[src/rtl/core/lsp_pkg.sv]
`timescale 1ns / 1ps
package lsp_pkg;

    localparam int MAX_ROWS  = 256;
    localparam int SKIP_ROWS = 11;
    localparam int ADDR_W    = $clog2(MAX_ROWS);
    localparam int CNT_W     = ADDR_W + 1;
    localparam int ROW_W     = 19;
    localparam int CORDIC_N  = 16;
    localparam int STEP_W    = $clog2(CORDIC_N);
    localparam int CW        = 28;
    localparam int ZW        = 24;

    localparam logic signed [16:0] RIGHT_ANGLE_Q8 = 17'sd23040;
    localparam logic signed [16:0] STEER_MAX      = 17'sd65535;
    localparam logic signed [16:0] STEER_MIN      = 17'h10000;

    typedef enum logic [2:0] {
        REG_GAIN_PROP,
        REG_GAIN_INTEG,
        REG_GAIN_DERIV,
        REG_LANE_WIDTH,
        REG_CAR_X,
        REG_CAR_Y,
        REG_UNUSED6,
        REG_UNUSED7
    } cfg_index_t;

    typedef enum logic [1:0] {
        MODE_LEFT   = 2'd0,
        MODE_RIGHT  = 2'd1,
        MODE_NORMAL = 2'd2,
        MODE_BAD    = 2'd3
    } turn_mode_t;

    typedef enum logic [3:0] {
        ST_LOAD,
        ST_SCAN_RD,
        ST_SCAN_CHK,
        ST_TARGET,
        ST_CORDIC,
        ST_ROUND,
        ST_MUL,
        ST_SUM,
        ST_OUT
    } state_t;

    typedef struct packed {
        logic load_frame;
        logic target;
        logic cordic_init;
        logic cordic_step;
        logic round;
        logic mul;
        logic sum;
        logic commit_err;
    } dp_cmd_t;

    typedef struct packed {
        logic usable;
        logic straight;
        logic level;
    } dp_stat_t;

    function automatic logic [ZW-1:0] atan_entry(input logic [STEP_W-1:0] i);
        logic [ZW-1:0] v;
        unique case (i)
            4'd0:    v = 24'd2949120;
            4'd1:    v = 24'd1740967;
            4'd2:    v = 24'd919879;
            4'd3:    v = 24'd466945;
            4'd4:    v = 24'd234379;
            4'd5:    v = 24'd117304;
            4'd6:    v = 24'd58666;
            4'd7:    v = 24'd29335;
            4'd8:    v = 24'd14668;
            4'd9:    v = 24'd7334;
            4'd10:   v = 24'd3667;
            4'd11:   v = 24'd1833;
            4'd12:   v = 24'd917;
            4'd13:   v = 24'd458;
            4'd14:   v = 24'd229;
            default: v = 24'd115;
        endcase
        return v;
    endfunction

endpackage

[src/rtl/core/lsp_ctrl.sv]
`timescale 1ns / 1ps
module lsp_ctrl
    import lsp_pkg::*;
(
    input  logic              clk,
    input  logic              rst_n,
    input  logic              in_fire,
    input  logic              in_last,
    input  logic [1:0]        in_mode,
    input  logic              out_free,
    input  dp_stat_t          stat,
    output dp_cmd_t           cmd,
    output logic              busy,
    output logic              emit,
    output logic              emit_bad,
    output logic [1:0]        mode,
    output logic [CNT_W-1:0]  row_count,
    output logic [ADDR_W-1:0] scan_addr,
    output logic [STEP_W-1:0] step
);

    state_t state_reg, state_next;
    logic [CNT_W-1:0] cnt_reg, cnt_next;
    logic signed [CNT_W:0] idx_reg, idx_next;
    logic [STEP_W-1:0] step_reg, step_next;
    logic [1:0] mode_reg, mode_next;
    logic [CNT_W-1:0] size;

    always_ff @(posedge clk or negedge rst_n)
    begin
        if (!rst_n)
        begin
            state_reg <= ST_LOAD;
            cnt_reg   <= '0;
            idx_reg   <= '0;
            step_reg  <= '0;
            mode_reg  <= MODE_NORMAL;
        end
        else
        begin
            state_reg <= state_next;
            cnt_reg   <= cnt_next;
            idx_reg   <= idx_next;
            step_reg  <= step_next;
            mode_reg  <= mode_next;
        end
    end

    assign size = (cnt_reg < CNT_W'(MAX_ROWS)) ? cnt_reg + 1'b1 : cnt_reg;

    // sequencer
    always_comb
    begin
        state_next = state_reg;
        cnt_next   = cnt_reg;
        idx_next   = idx_reg;
        step_next  = step_reg;
        mode_next  = mode_reg;
        cmd        = '0;
        emit       = 1'b0;
        emit_bad   = 1'b0;
        unique case (state_reg)
            ST_LOAD:
            begin
                if (in_fire)
                begin
                    if (cnt_reg < CNT_W'(MAX_ROWS))
                    begin
                        cnt_next = cnt_reg + 1'b1;
                    end
                    if (in_last)
                    begin
                        cnt_next  = '0;
                        mode_next = in_mode;
                        idx_next  = $signed({1'b0, size}) - (CNT_W+1)'(SKIP_ROWS);
                        if (in_mode == MODE_BAD)
                        begin
                            emit     = 1'b1;
                            emit_bad = 1'b1;
                        end
                        else
                        begin
                            state_next = ST_SCAN_RD;
                        end
                    end
                end
            end
            ST_SCAN_RD:
            begin
                if (idx_reg < 0)
                begin
                    state_next = ST_LOAD;
                end
                else
                begin
                    state_next = ST_SCAN_CHK;
                end
            end
            ST_SCAN_CHK:
            begin
                if (stat.usable)
                begin
                    cmd.target = 1'b1;
                    state_next = ST_TARGET;
                end
                else
                begin
                    idx_next   = idx_reg - 1'b1;
                    state_next = ST_SCAN_RD;
                end
            end
            ST_TARGET:
            begin
                if (stat.straight || stat.level)
                begin
                    cmd.load_frame = 1'b1;
                    state_next     = ST_OUT;
                end
                else
                begin
                    cmd.cordic_init = 1'b1;
                    step_next       = '0;
                    state_next      = ST_CORDIC;
                end
            end
            ST_CORDIC:
            begin
                cmd.cordic_step = 1'b1;
                step_next       = step_reg + 1'b1;
                if (step_reg == STEP_W'(CORDIC_N - 1))
                begin
                    state_next = ST_ROUND;
                end
            end
            ST_ROUND:
            begin
                cmd.round  = 1'b1;
                state_next = ST_MUL;
            end
            ST_MUL:
            begin
                cmd.mul    = 1'b1;
                state_next = ST_SUM;
            end
            ST_SUM:
            begin
                cmd.sum        = 1'b1;
                cmd.commit_err = 1'b1;
                state_next     = ST_OUT;
            end
            ST_OUT:
            begin
                if (out_free)
                begin
                    emit       = 1'b1;
                    state_next = ST_LOAD;
                end
            end
            default:
            begin
                state_next = ST_LOAD;
            end
        endcase
    end

    assign busy      = (state_reg != ST_LOAD);
    assign mode      = mode_reg;
    assign row_count = cnt_reg;
    assign scan_addr = idx_reg[ADDR_W-1:0];
    assign step      = step_reg;

endmodule

[config.mk]
export PLATFORM = sky130hd
export DESIGN_NAME = lsp_ctrl
export DESIGN_NICKNAME = d
export VERILOG_FILES = /design/src/rtl/core/lsp_pkg.sv /design/src/rtl/core/lsp_ctrl.sv
export SDC_FILE = /design/constraint.sdc
export NUM_CORES = 1
export LEC_CHECK = 0
export BUFFER_PORTS_ARGS = -buffer_cell sky130_fd_sc_hd__buf_2
export CELL_PAD_IN_SITES_DETAIL_PLACEMENT = 0
export CELL_PAD_IN_SITES_GLOBAL_PLACEMENT = 1
export CORE_MARGIN = 2
export CORE_UTILIZATION = 36
export CTS_BUF_LIST = sky130_fd_sc_hd__clkbuf_16
export DETAILED_ROUTE_END_ITERATION = 7
export PLACE_DENSITY = 0.73
export SYNTH_ARGS = -nofsm -noshare
export SYNTH_HDL_FRONTEND = slang
export SYNTH_SLANG_ARGS = --single-unit
[constraint.sdc]
create_clock -name clk -period 2.29 [get_ports clk]
set_clock_uncertainty 0.1 [all_clocks]
set_input_delay 0.687 -clock clk [delete_from_list [all_inputs] [get_ports clk]]
set_output_delay 0.687 -clock clk [all_outputs]
set_load 0.03 [all_outputs]
# Yosys cells after proc, flatten, opt, wreduce, memory -nomap -nowiden
# Index checks and enable logic that the tools add are counted.
dict set report word_totals {
  regBits 29
  input_bits 10
  output_inout_bits 34
  word_cells 71
}
dict set report classes {
  add_sub_neg 4
  magnitude_cmp 2
  eq_ne 17
  n_mux 33
  n_reduce_logical 10
}
# cell n
set ops {}
lappend ops {{4-bit case mux with 9 select lines} 1}
lappend ops {{10-bit two-way mux} 3}
lappend ops {{4-bit two-way mux} 7}
lappend ops {{10-bit case mux with 2 select lines} 1}
lappend ops {{9-bit two-way mux} 2}
lappend ops {{4-bit by 3-bit == test with 1-bit output (second input constant)} 4}
lappend ops {{1-bit two-way mux} 14}
lappend ops {{2-bit inequality test (second input constant)} 7}
lappend ops {{10-bit by 1-bit < comparator with 1-bit output (second input constant)} 1}
lappend ops {{10-bit by 1-bit subtractor with 10-bit output (second input constant)} 1}
lappend ops {{9-bit by 4-bit subtractor with 10-bit output (second input constant)} 1}
lappend ops {{9-bit by 1-bit adder with 9-bit output (second input constant)} 1}
lappend ops {{9-bit < comparator (second input constant)} 1}
lappend ops {{4-bit by 2-bit == test with 1-bit output (second input constant)} 2}
lappend ops {{4-bit == test (second input constant)} 2}
lappend ops {{4-bit case mux with 2 select lines} 1}
lappend ops {{2-bit two-way mux} 3}
lappend ops {{5-bit AND reduction} 1}
lappend ops {{4-bit by 1-bit adder with 4-bit output (second input constant)} 1}
lappend ops {{4-bit by 1-bit == test with 1-bit output (second input constant)} 1}
lappend ops {{4-bit zero test} 1}
lappend ops {{2-bit AND reduction} 2}
lappend ops {{4-bit AND reduction} 1}
lappend ops {{2-bit nonzero test} 2}
lappend ops {{5 further kinds} 5}

# Depth between registers and ports, before layout
dict set report depth {
  ltp_word 6
  mapped_depth 8
  depth_no_buf 8
}

# Worst setup path after synthesis
# OpenSTA, ideal clock, no wires.
dict set report synth_path {
  kind {reg2out}
  start {register state_reg[1]}
  end {output emit}
  arrival_time_ps 2654
  t_required_ps 1503
  setup_slack_ps -1151
  path_stages_with_launch 8
  path_buffers 2
  cell_sequence {dfrtp_1 buf_2 nor4_2 nand3_1 clkbuf_1 nor2_1 a21oi_1 nor4_1}
}
dict set report synth_via {
  elab_chain_cells 2
  word_cells_on_any_way 3
  cone_classes {1 x eq/ne; 1 x mux; 1 x reduce/logical}
}
# element line
set synth_lines {}
lappend synth_lines {{start, declared} lsp_ctrl.sv:22} ;# state_t state_reg, state_next;
lappend synth_lines {{start signal, assigned} lsp_ctrl.sv:41} ;# state_reg <= state_next;
lappend synth_lines {{4-bit == test or 4-bit zero test (tied branches)} lsp_ctrl.sv:62} ;# unique case (state_reg)
lappend synth_lines {{1-bit case mux with 2 select lines *} lsp_ctrl.sv:62}
lappend synth_lines {{end, declared} lsp_ctrl.sv:14} ;# output logic emit,
# Mark *: on every way between the ends. The rest lies on a longest branch, timed or not.

# Worst setup path in the final report
dict set report layout_path {
  start {register state_reg[3]}
  end {output emit}
}
# Same word-level chain as after synthesis.

==> impl_metrics.ini <==
[drt]
vias = 2074
wl_per_cell_um = 14.2
avgViaCountPerCell = 5.15
routed_wirelength_um = 5720
detail_route.first_pass.iterations = 5
antenna_left = 0
drt_iter0_markers = 74
drc = 0

[grt]
grt_pass1_vias = 1974
antenna_found_initial = 0
grt_max_degree = 30
grt_overflow = 0
gr-usage-all-layers_pct = 18.9
grt_pass1_wl_um = 9650

[synth]
yosysSeqAreaShare_pct = 33.9
synth_area_leaders = dfrtp_1, nor2_1, o21ai_0
yosysTopAreaCellShare_pct = 32.7
yosys_most_used_dff = dfrtp_1
synth.cell_area_mm2 = 0.00215
synth_nets = 281
syn_avg_cell_area_um2 = 8.04
ys_warn_count = 0
synth-edff-count = 0
synthCells = 267
ys_async_sr_fraction_pct = 100
synth-seq-cells = 29
synth_top_area_cell = dfrtp_1
ys_types = 53

[die]
num_rows = 28
dieArea_mm2 = 0.00659
ios = 44
die_w_um = 81.2
die_h_um = 81.2
initial_core_util_pct = 36.7
fp.coreArea_mm2 = 0.00585

[power]
peakVddDrop_mv = 0.516
pwr-share-seq_pct = 25.6
comb_power_share_pct = 58.6
p_int_mw = 2.09
p_clk_share_pct = 15.8
p_leak_nw = 1.28
pwr_density_cell_mw_per_mm2 = 1380
p_switching_mw = 1.88
sw_frac_of_total_pct = 47.3

[clock_network]
tritoncts = done
root_buffer = clkbuf_16
insertion_delay_ns = 0.27
clock-sinks = 29
cts_inserted_buffers = 5
clkTransAtPathRegs_ns = 0.05
htree_num_levels = 2
max-clock-path-buffers = 2

[placement]
dp_hpwl_um = 4170
place_area_mm2 = 0.00256
io_buffers = 43
gp_congestion = 0.797

[cells_and_area]
synthToLayoutAreaGrowth_pct = 33.9
largest_reg_flops = 10
drive_gt1_share_pct = 34.1
final_util_pct = 49.1
fin_area_mm2 = 0.00287
n_antenna_cell = 0
nets = 341

[timing]
worst_slew_pin_slew_ns = 0.661
rsz0062_at_grt = yes
max_slew_margin_pct = 55.9
setup_slack_ns = -0.132
report.final.slew_viol_count = 0
finalHoldViolations = 0
post-route-min-period_ns = 2.42
fin_tns_setup_ns = -0.178
finalCritPeriodShare_pct = 106
fmax_mhz = 413
setup_violations = 3

[worst_setup_path]
crit_type = reg2out
r2r-end = idx_reg[4]$_DFFE_PN0P_
r2r-start = row_count[1]$_DFFE_PN0P_
r2r_setup_slack_ns = 0.15
worstRegToRegCells = 9
cp_max_fo = 2
startpoint_type = flop
cp.arrival_ns = 1.64
required_ns = 1.50
endpoint_kind = output pin

[status]
status = complete, but fails checks
violations = negative setup slack

[run]
maxCapViolCount = 0

[hold_path]
holdCritPathClass = in2async
[power groups by stage]
stage               Combinational [mW]  Sequential, mW  Clock, mW
floorplan                         1.45            1.12          0
global placement                  2.13            1.01          0
detailed placement                2.16            1.02          0
CTS                               2.25            1.01      0.639
global route                      2.57            1.06      0.668
finish                            2.33            1.01      0.627
[worst max path at each step]
stage | cells after the start | slack (ns) | from | end
2_1_floorplan | 7 | -0.39 | state_reg[1]$_DFFE_PN0P_ | emit
3_3_place_gp | 6 | 0.008 | in_last | emit
3_5_place_dp | 6 | -0.008 | in_last | emit
4_1_cts | 6 | -0.15 | state_reg[0]$_DFFE_PN0P_ | emit
5_1_grt | 6 | -0.23 | state_reg[3]$_DFFE_PN0P_ | emit
6_report | 6 | -0.13 | state_reg[3]$_DFFE_PN0P_ | emit
[cell families after synthesis]
| kind of cell | synth area share [%] |
|---|---|
| flops | 33.9 |
| fa+ha+maj | 2.33 |
| mux | 3.32 |
| buf+inv | 8.05 |
| xor+xnor | 4.90 |
| compound gates | 20.6 |
| simple gates | 26.9 |
[cells in the final DEF (no fill, tap or decap), drive strengths merged, types with 2 or more instances in the layout]
cell type and count:
a211oi 3, a21bo 2, a21o 2, a21oi 17, a22oi 2, a2bb2oi 2, a31oi 5, and2 2
buf 79, clkbuf 6, clkinv 2, dfrtp 28, ha 4, inv 7, mux2i 6, nand2 27
nand2b 6, nand3 10, nand4 2, nand4b 2, nor2 30, nor2b 4, nor3 7, nor3b 4
nor4 5, o21ai 24, o22ai 2, o31ai 4, or3 6, xnor2 8, xor2 4
[cell type report]
cell class / instances / area [um^2]
Clock buffer: 5 / 125
Multi-Input combinational cell: 204 / 1340
Fill cell: 565 / 2980
Sequential cell: 29 / 727
Tap cell: 75 / 93.8
Clock inverter: 3 / 17.5
Timing Repair Buffer: 80 / 548
Inverter: 7 / 26.3
[through the flow]
step / std cells / total power, mW / setup slack [ns] / hold slack, ns
floorplan: 267 / 2.58 / -0.390 / 0.291
global placement: 386 / 3.14 / 0.00769 / 0.361
detailed placement: 386 / 3.17 / -0.00761 / 0.354
CTS: 402 / 3.90 / -0.147 / 0.370
global route: 403 / 4.29 / -0.227 / 0.400
finish: 403 / 3.97 / -0.132 / 0.345
[routing by layer]
| layer | wire length, um | vias up | GRT usage, % |
|---|---|---|---|
| li1 | - | 1059 | - |
| met4 | 49 | 0 | 4.75 |
| met5 | 0 | - | 0 |
| met2 | 2680 | 28 | 29.8 |
| met3 | 157 | 4 | 3.33 |
| met1 | 2830 | 983 | 26.8 |
[Yosys cell counts (6+ instances only)]
master     n
buf_2      6
nor2_1    30
nand2_1   27
o21ai_0   22
nand2b_1   6
buf_4     10
nor3_1     7
clkbuf_1  10
a21oi_1   17
mux2i_1    6
nand3_1   10
xnor2_1    8
inv_1      7
dfrtp_1   28
[repair_timing]
action / in CTS / in global routing
pin swaps: 5 / 4
setup buffers: 8 / 1
endpoints found under the setup margin: 4 / 10
hold buffers: 0 / 0
gates resized for setup: 9 / 24
[critical path, cell delays in order, from the launching register on]
cell and delay (ns):
dfrtp_1 0.42, nor4_4 0.32, nand3_2 0.15, nor2_4 0.12, a21oi_2 0.06, nor4_4 0.14
buf_6 0.16
Power figures use the tool's default switching activity.
