## src/rtl/core/lsp_pkg.sv

```systemverilog
`timescale 1ns / 1ps
package lsp_pkg;

    localparam int MAX_ROWS  = 256;
    localparam int SKIP_ROWS = 11;
    localparam int ADDR_W    = $clog2(MAX_ROWS);
    localparam int CNT_W     = ADDR_W + 1;
    localparam int ROW_W     = 19;
    localparam int CORDIC_N  = 16;
    localparam int STEP_W    = $clog2(CORDIC_N);
    localparam int CW        = 28;
    localparam int ZW        = 24;

    localparam logic signed [16:0] RIGHT_ANGLE_Q8 = 17'sd23040;
    localparam logic signed [16:0] STEER_MAX      = 17'sd65535;
    localparam logic signed [16:0] STEER_MIN      = 17'h10000;

    typedef enum logic [2:0] {
        REG_GAIN_PROP,
        REG_GAIN_INTEG,
        REG_GAIN_DERIV,
        REG_LANE_WIDTH,
        REG_CAR_X,
        REG_CAR_Y,
        REG_UNUSED6,
        REG_UNUSED7
    } cfg_index_t;

    typedef enum logic [1:0] {
        MODE_LEFT   = 2'd0,
        MODE_RIGHT  = 2'd1,
        MODE_NORMAL = 2'd2,
        MODE_BAD    = 2'd3
    } turn_mode_t;

    typedef enum logic [3:0] {
        ST_LOAD,
        ST_SCAN_RD,
        ST_SCAN_CHK,
        ST_TARGET,
        ST_CORDIC,
        ST_ROUND,
        ST_MUL,
        ST_SUM,
        ST_OUT
    } state_t;

    typedef struct packed {
        logic load_frame;
        logic target;
        logic cordic_init;
        logic cordic_step;
        logic round;
        logic mul;
        logic sum;
        logic commit_err;
    } dp_cmd_t;

    typedef struct packed {
        logic usable;
        logic straight;
        logic level;
    } dp_stat_t;

    function automatic logic [ZW-1:0] atan_entry(input logic [STEP_W-1:0] i);
        logic [ZW-1:0] v;
        unique case (i)
            4'd0:    v = 24'd2949120;
            4'd1:    v = 24'd1740967;
            4'd2:    v = 24'd919879;
            4'd3:    v = 24'd466945;
            4'd4:    v = 24'd234379;
            4'd5:    v = 24'd117304;
            4'd6:    v = 24'd58666;
            4'd7:    v = 24'd29335;
            4'd8:    v = 24'd14668;
            4'd9:    v = 24'd7334;
            4'd10:   v = 24'd3667;
            4'd11:   v = 24'd1833;
            4'd12:   v = 24'd917;
            4'd13:   v = 24'd458;
            4'd14:   v = 24'd229;
            default: v = 24'd115;
        endcase
        return v;
    endfunction

endpackage

```

## src/rtl/core/lsp_datapath.sv

```systemverilog
`timescale 1ns / 1ps
module lsp_datapath
    import lsp_pkg::*;
(
    input  logic               clk,
    input  dp_cmd_t            cmd,
    output dp_stat_t           stat,
    input  logic [1:0]         mode,
    input  logic [ROW_W-1:0]   left_row,
    input  logic [ROW_W-1:0]   right_row,
    input  logic [STEP_W-1:0]  step,
    input  logic [15:0]        gain_prop,
    input  logic [15:0]        gain_integ,
    input  logic [15:0]        gain_deriv,
    input  logic [8:0]         lane_width,
    input  logic [8:0]         car_x,
    input  logic [8:0]         car_y,
    input  logic signed [16:0] prev_error,
    output logic signed [16:0] error,
    output logic signed [16:0] steer
);

    logic signed [10:0] dx_reg, dx_next, dy_reg, dy_next;
    logic signed [CW-1:0] cx_reg, cy_reg;
    logic signed [ZW:0] cz_reg;
    logic signed [16:0] e_reg;
    logic signed [34:0] p0_reg, p1_reg, p2_reg;
    logic signed [16:0] steer_reg;

    logic lp, rp;
    logic row_usable;
    logic [8:0] lx, ly, rx, ry, half;
    logic [9:0] tx, ty;
    logic [9:0] ax, ay;
    logic signed [CW-1:0] xs, ys;
    logic [ZW:0] zr;
    logic signed [16:0] emag;
    logic signed [17:0] esum, edif;
    logic signed [37:0] total;
    logic signed [37:0] shifted;

    assign lp = left_row[18];
    assign rp = right_row[18];
    assign lx = left_row[8:0];
    assign ly = left_row[17:9];
    assign rx = right_row[8:0];
    assign ry = right_row[17:9];
    assign half = {1'b0, lane_width[8:1]};

    // row usable for the current mode
    always_comb
    begin
        unique case (mode)
            MODE_LEFT:   row_usable = lp;
            MODE_RIGHT:  row_usable = rp;
            MODE_NORMAL: row_usable = lp | rp;
            default:     row_usable = 1'b0;
        endcase
    end

    // target point and offset from car
    always_comb
    begin
        if (mode == MODE_NORMAL && lp && rp)
        begin
            tx = 10'(({1'b0, lx} + {1'b0, rx}) >> 1);
            ty = 10'(({1'b0, ly} + {1'b0, ry}) >> 1);
        end
        else if (mode == MODE_LEFT || (mode == MODE_NORMAL && lp))
        begin
            tx = {1'b0, lx} + {1'b0, half};
            ty = {1'b0, ly};
        end
        else
        begin
            tx = {1'b0, rx} - {1'b0, half};
            ty = {1'b0, ry};
        end
        // right lane minus half may wrap below zero: keep sign via 11 bits
        dx_next = (mode == MODE_NORMAL && lp && rp) || mode == MODE_LEFT
                  || (mode == MODE_NORMAL && lp)
                  ? $signed({1'b0, tx}) - $signed({2'b0, car_x})
                  : $signed({2'b0, rx}) - $signed({2'b0, half}) - $signed({2'b0, car_x});
        dy_next = $signed({2'b0, car_y}) - $signed({1'b0, ty});
    end

    assign stat = '{usable: row_usable, straight: (dx_reg == 11'sd0),
                    level: (dy_reg == 11'sd0)};
    assign ax = dx_reg[10] ? 10'(-dx_reg) : dx_reg[9:0];
    assign ay = dy_reg[10] ? 10'(-dy_reg) : dy_reg[9:0];
    assign xs = cx_reg >>> step;
    assign ys = cy_reg >>> step;

    // rounding of the cordic angle
    always_comb
    begin
        zr = cz_reg[ZW] ? '0 : ZW'(cz_reg[ZW-1:0] + 24'd128) >> 8;
        if (zr > 25'(RIGHT_ANGLE_Q8))
        begin
            emag = RIGHT_ANGLE_Q8;
        end
        else
        begin
            emag = 17'(zr);
        end
    end

    assign esum = 18'(e_reg) + 18'(prev_error);
    assign edif = 18'(e_reg) - 18'(prev_error);
    assign total = 38'(p0_reg) + 38'(p1_reg) + 38'(p2_reg) + 38'sd2048;
    assign shifted = total >>> 12;

    always_ff @(posedge clk)
    begin
        if (cmd.target)
        begin
            dx_reg <= dx_next;
            dy_reg <= dy_next;
        end
        if (cmd.cordic_init)
        begin
            cx_reg <= CW'({ay, 16'd0});
            cy_reg <= CW'({ax, 16'd0});
            cz_reg <= '0;
        end
        else if (cmd.cordic_step)
        begin
            if (cy_reg > 0)
            begin
                cx_reg <= cx_reg + ys;
                cy_reg <= cy_reg - xs;
                cz_reg <= cz_reg + $signed({1'b0, atan_entry(step)});
            end
            else
            begin
                cx_reg <= cx_reg - ys;
                cy_reg <= cy_reg + xs;
                cz_reg <= cz_reg - $signed({1'b0, atan_entry(step)});
            end
        end
        if (cmd.round)
        begin
            e_reg <= (dx_reg[10] != dy_reg[10]) ? -emag : emag;
        end
        if (cmd.mul)
        begin
            p0_reg <= $signed({1'b0, gain_prop}) * e_reg;
            p1_reg <= 35'($signed({1'b0, gain_integ}) * esum);
            p2_reg <= 35'($signed({1'b0, gain_deriv}) * edif);
        end
        if (cmd.sum)
        begin
            if (shifted > 38'(STEER_MAX))
            begin
                steer_reg <= STEER_MAX;
            end
            else if (shifted < 38'(STEER_MIN))
            begin
                steer_reg <= STEER_MIN;
            end
            else
            begin
                steer_reg <= 17'(shifted);
            end
        end
        else if (cmd.load_frame)
        begin
            if (stat.straight)
            begin
                steer_reg <= '0;
            end
            else
            begin
                steer_reg <= dx_reg[10] ? -RIGHT_ANGLE_Q8 : RIGHT_ANGLE_Q8;
            end
        end
    end

    assign error = e_reg;
    assign steer = steer_reg;

endmodule

```

## config.mk

```make
export PLATFORM = sky130hd
export DESIGN_NAME = lsp_datapath
export DESIGN_NICKNAME = d
export VERILOG_FILES = /design/src/rtl/core/lsp_pkg.sv /design/src/rtl/core/lsp_datapath.sv
export SDC_FILE = /design/constraint.sdc
export NUM_CORES = 2
export LEC_CHECK = 0
export ABC_AREA = 1
export BUFFER_PORTS_ARGS = -buffer_cell sky130_fd_sc_hd__buf_2
export CORE_MARGIN = 2
export CORE_UTILIZATION = 45
export DETAILED_ROUTE_END_ITERATION = 8
export PLACE_DENSITY_LB_ADDON = 0.1
export REMOVE_ABC_BUFFERS = 1
export SYNTH_ARGS = -nofsm -noshare
export SYNTH_HDL_FRONTEND = slang
export SYNTH_SLANG_ARGS = --single-unit
```

## constraint.sdc

```tcl
create_clock -name clk -period 11.35 [get_ports clk]
set_clock_uncertainty 0.05 [all_clocks]
set_input_delay 3.405 -clock clk [delete_from_list [all_inputs] [get_ports clk]]
set_output_delay 3.405 -clock clk [all_outputs]
set_load 0.1 [all_outputs]
```

# [Word level (Yosys, flattened, before mapping)]
# Memory sizes are Yosys's and may differ from the RTL's.
# Cells that the tools add are included.
[word_totals] register_bits=241 mem_bits_ro=704 in_bits=145 elab_cells=90 mem_count=2
[mem_list] memory="(name not given)" depth=16 word_bits=22 rd=1 rd_clocked_by_memory_dff=0 write_ports=0 line="lsp_pkg.sv:67" source="unique case (i)"
[mem_list] memory="(name not given)" depth=16 word_bits=22 rd=1 rd_clocked_by_memory_dff=0 write_ports=0 line="lsp_pkg.sv:67"
[classes] addsub=23 n_mul=3 order_cmp=4 n_eq_ne=3 shift=2 n_mux=30 bitwise=1 reduce_logical=10
[op_table] cell="$mux 24" n=6
[op_table] cell="$mux 17" n=7
[op_table] cell="$mux 26" n=4
[op_table] cell="$mul 17x18->35" n=2
[op_table] cell="$add 28x28->28" n=2
[op_table] cell="$mux 28" n=2
[op_table] cell="$sshr 28x4->28" n=2
[op_table] cell="$sub 28x28->28" n=2
[op_table] cell="$mux 10" n=4
[op_table] cell="$add 37x13->38 const B" n=1
[op_table] cell="$add 36x35->37" n=1
[op_table] cell="$add 34x35->36" n=1
[op_table] cell="$mul 17x17->34" n=1
[op_table] cell="$mux 16" n=2
[op_table] cell="$gt 28x1->1 const B" n=1
[op_table] cell="$gt 26x17->1 const B" n=1
[op_table] cell="$lt 26x17->1 const B" n=1
[op_table] cell="$add 25x25->25" n=1
[op_table] cell="$mux 25" n=1
[op_table] cell="$sub 25x25->25" n=1
[op_table] cell="$add 24x8->24 const B" n=1
[op_table] cell="$logic_not 11->1" n=2
[op_table] cell="$add 9x9->10" n=2
[op_table] cell="$neg 10->10" n=2
[op_table] cell="other kinds (20)" n=26

# [Logic depth before layout (Yosys ltp)]
[logic_depth] ltp_word=7 depth_mapped=41 mapped_depth_nobuf=40

# [Least setup slack after synthesis]
# No wires, ideal clock.
[synth_timing] path_kind="input to register" startpoint="in prev_error[14]" endpoint="reg p2_reg[34] (data pin)" setup_time_ps=265 arrival_ps=10361 t_required_ps=11035 path_slack_ps=674 cell_stages=31 path_cell_list="inv_1 > ha_1 > clkbuf_1 > inv_1 > nor4_1 > nor3b_1 > nand3_1 > nand4_1 > nand2_1 > nor2_1 > inv_1 > fa_1 > inv_1 > fa_1 > clkbuf_1 > inv_1 > fa_1 > fa_1 > inv_1 > fa_1 > inv_1 > fa_1 > inv_1 > ha_1 > inv_1 > o21bai_1 > a31oi_1 > o21ai_0 > a221oi_1 > o21ai_0 > xor2_1"
[synth_via] elab_chain_cells=2
[synth_rtl] element="from (decl)" line="lsp_datapath.sv:18" source="input logic signed [16:0] prev_error,"
[synth_rtl] element="$sub 17x17->18" line="lsp_datapath.sv:109" source="assign edif = 18'(e_reg) - 18'(prev_error);"
[synth_rtl] element="$mul 17x18->35" line="lsp_datapath.sv:149" source="p2_reg <= 35'($signed({1'b0, gain_deriv}) * edif);"
[synth_rtl] element="to (signal assigned)" line="lsp_datapath.sv:149"
[synth_rtl] element="to (decl)" line="lsp_datapath.sv:27" source="logic signed [34:0] p0_reg, p1_reg, p2_reg;"
# No other way between the ends.
# A chain may end at the register's enable or synchronous reset.

# [Final worst setup path]
[layout_timing] startpoint="in prev_error[15]" endpoint="reg p2_reg[31] (data pin)"
# The elaborated chain is that of the path after synthesis.

==> out/metrics.yaml <==
status: "completed"
synth_compound_area_share_pct: 9.165
htreeDepth: 1
dr_wl_met2_mm: 77.02
core_area_sq_mm: 0.1251
cts_made_buffers: 30
initial_utilization_pct: 45.21
die_area_sq_mm: 0.1285
layout-drive-gt1-share_pct: 6.233
end_kind: "flip-flop"
worstPathArrival_ns: 11.27
dieHeight_um: 358.5
cts_hold_buffers: 0
floorplan.rows: 130
hold_viol_final: 0
synth_simple_gate_area_share_pct: 19.93
critical_path_class: "in2reg"
postSynthAreaPerCell_sq_um: 7.597
finalNetCount: 9083
wl_met1_mm: 75.55
wire_per_inst_um: 17.72
drc_errors: 0
io_buffers: 179
synthCells: 7443
regToRegSetupSlack_ns: 2.52
worst-path-buf-inv: 5
syn_to_final_growth_pct: 7.123
synth-adder-area-share_pct: 41.75
routed_wl_mm: 163.4
clk_path_buf_depth: 3
viasPerCell: 5.165
crit_family: "adder cells"
setup_violations: 0
postCtsSetupRepairBufs: 0
yosys-mux-area-fraction_pct: 0.05311
rsz0062_at_grt: "no"
min_period_ns: 10.90
antenna_left: 0
worstSetupStartpointType: "primary input"
drtIter0Drc: 3175
cts_resized: 0
grt_pass1_vias: 48450
synth_xor_area_share_pct: 4.753
mostFrequentLayoutCells: "inv_1 (1602), nand2_1 (1559), fa_1 (828)"
synthArstFlopShare_pct: 0
grt_max_degree: 68
finalSetupTns_ns: 0
cts_root_buffer: "clkbuf_16"
drtPass1Iterations: 6
routed.top_layer: "met4"
yosys.cell_types.count: 65
place_congestion: 0.9394
ys.flop_type: "edfxtp_1"
antenna_found_initial: 4
slew_viol_final: 0
yosys_warnings: 0
crit_top_cell: "fa_1"
final_common_cell: "inv_1"
die_w_um: 358.5
cpPeakStageDelay_ns: 0.78
cts_tree: "done"
insertion_delay_ns: 0.62
synth-edff-count: 180
grt_first_pass_wirelength_mm: 263.2
slew_headroom_pct: 22.83
synth_top_family_by_area: "adder cells"
hp-class: "reg2reg"
place_hpwl_mm: 137.9
maxCapViolCount: 0
synth-seq-cells: 241
io_pins: 182
synth.yosys.seq_area_share_pct: 11.72
cp.required_ns: 11.72
whs_ns: 0.4194
wl_met3_mm: 7.430
fillers: 12710
gr-total-overflow: 0
clk_pin_slew_ns: 0.07
worst_pin_slew_ns: 1.157
vias: 47640
grt_use_total_pct: 25.88
post-route-period-util_pct: 96.05
fmax_mhz: 91.73
netlist_area_sq_mm: 0.05654
critPathSlowestCell: "fa_1"
clock-sinks: 241
path_max_fanout: 7
[path summary, 6_finish.rpt]
kind | start | endpoint | depth (start not counted)
max reg2reg | error[15] | p2_reg[31] | 23
min reg2reg | cz_reg[6] | cz_reg[6] | 2
min | cz_reg[6] | cz_reg[6] | 2
max | prev_error[15] | p2_reg[31] | 25
[cell usage after synthesis, types with 18 or more instances]
master	count	area share, %
a21oi_1	360	3.2
a31oi_1	41	0.45
buf_2	38	0.34
clkbuf_1	165	1.1
clkinv_1	22	0.15
dfxtp_1	61	2.2
edfxtp_1	180	9.6
fa_1	828	29
ha_1	562	12
inv_1	1604	11
nand2_1	1559	10
nand2_2	19	0.21
nand3_1	355	3.1
nand4_1	52	0.58
nor2_1	554	3.7
nor3_1	65	0.58
nor4_1	18	0.20
o211ai_1	19	0.25
o21ai_0	278	2.5
o21ai_1	42	0.37
o21bai_1	35	0.46
o22ai_1	37	0.41
or2_2	43	0.48
xnor2_1	112	1.7
xor2_1	193	3.0
[metrics by stage]
| stage | cell area, sq um | setup WS (ns) | instances | util [%] |
|---|---|---|---|---|
| detailed placement | 59430 | 0.02974 | 9166 | 47.51 |
| finish | 60570 | 0.4479 | 9223 | 48.43 |
| floorplan | 55560 | 0.9181 | 7216 | - |
| global placement | 59430 | 0.1936 | 9166 | 47.51 |
| global route | 60570 | 0.07807 | 9223 | 48.43 |
| CTS | 60570 | 0.6479 | 9222 | 48.42 |
[layout make-up]
class | count | area [sq um] | area share (%)
diodes | 1 | 2.502 | 0.004131
inverters | 1640 | 6156 | 10.16
multi-input cells | 5335 | 42780 | 70.62
well taps | 1650 | 2064 | 3.408
repair buffers | 300 | 1807 | 2.983
clock buffers | 33 | 772.0 | 1.275
clock inverters | 23 | 365.4 | 0.6032
flip-flops and latches | 241 | 6626 | 10.94
[metal layers]
metal	GRT usage (%)	vias to the layer above
li1	-	23250
met1	36.03	23170
met2	44.22	1062
met3	1.980	156
met4	5.356	0
met5	0	-
[cell families after synthesis]
kind of cell | Yosys count
adder cells (fa/ha/maj) | 1390
AO/OA/AOI/OAI | 920
AND/OR/NAND/NOR | 2716
flip-flops | 241
multiplexers | 3
buffers and inverters | 1867
XOR/XNOR | 306
[worst reg2reg max path, delay by kind of cell, from the launching register on]
kind / cells / cell delay [ns]
adders and majority gates: 8 / 4.37
xor gates and xnor gates: 1 / 0.29
DFF: 1 / 0.67
AOI/OAI and AO/OA: 2 / 0.69
buffers and inverters: 3 / 0.26
and+or+nand+nor: 9 / 2.30
Power is not shown: default switching activity piles up to over one toggle a cycle in this logic, so the estimate is an artifact.
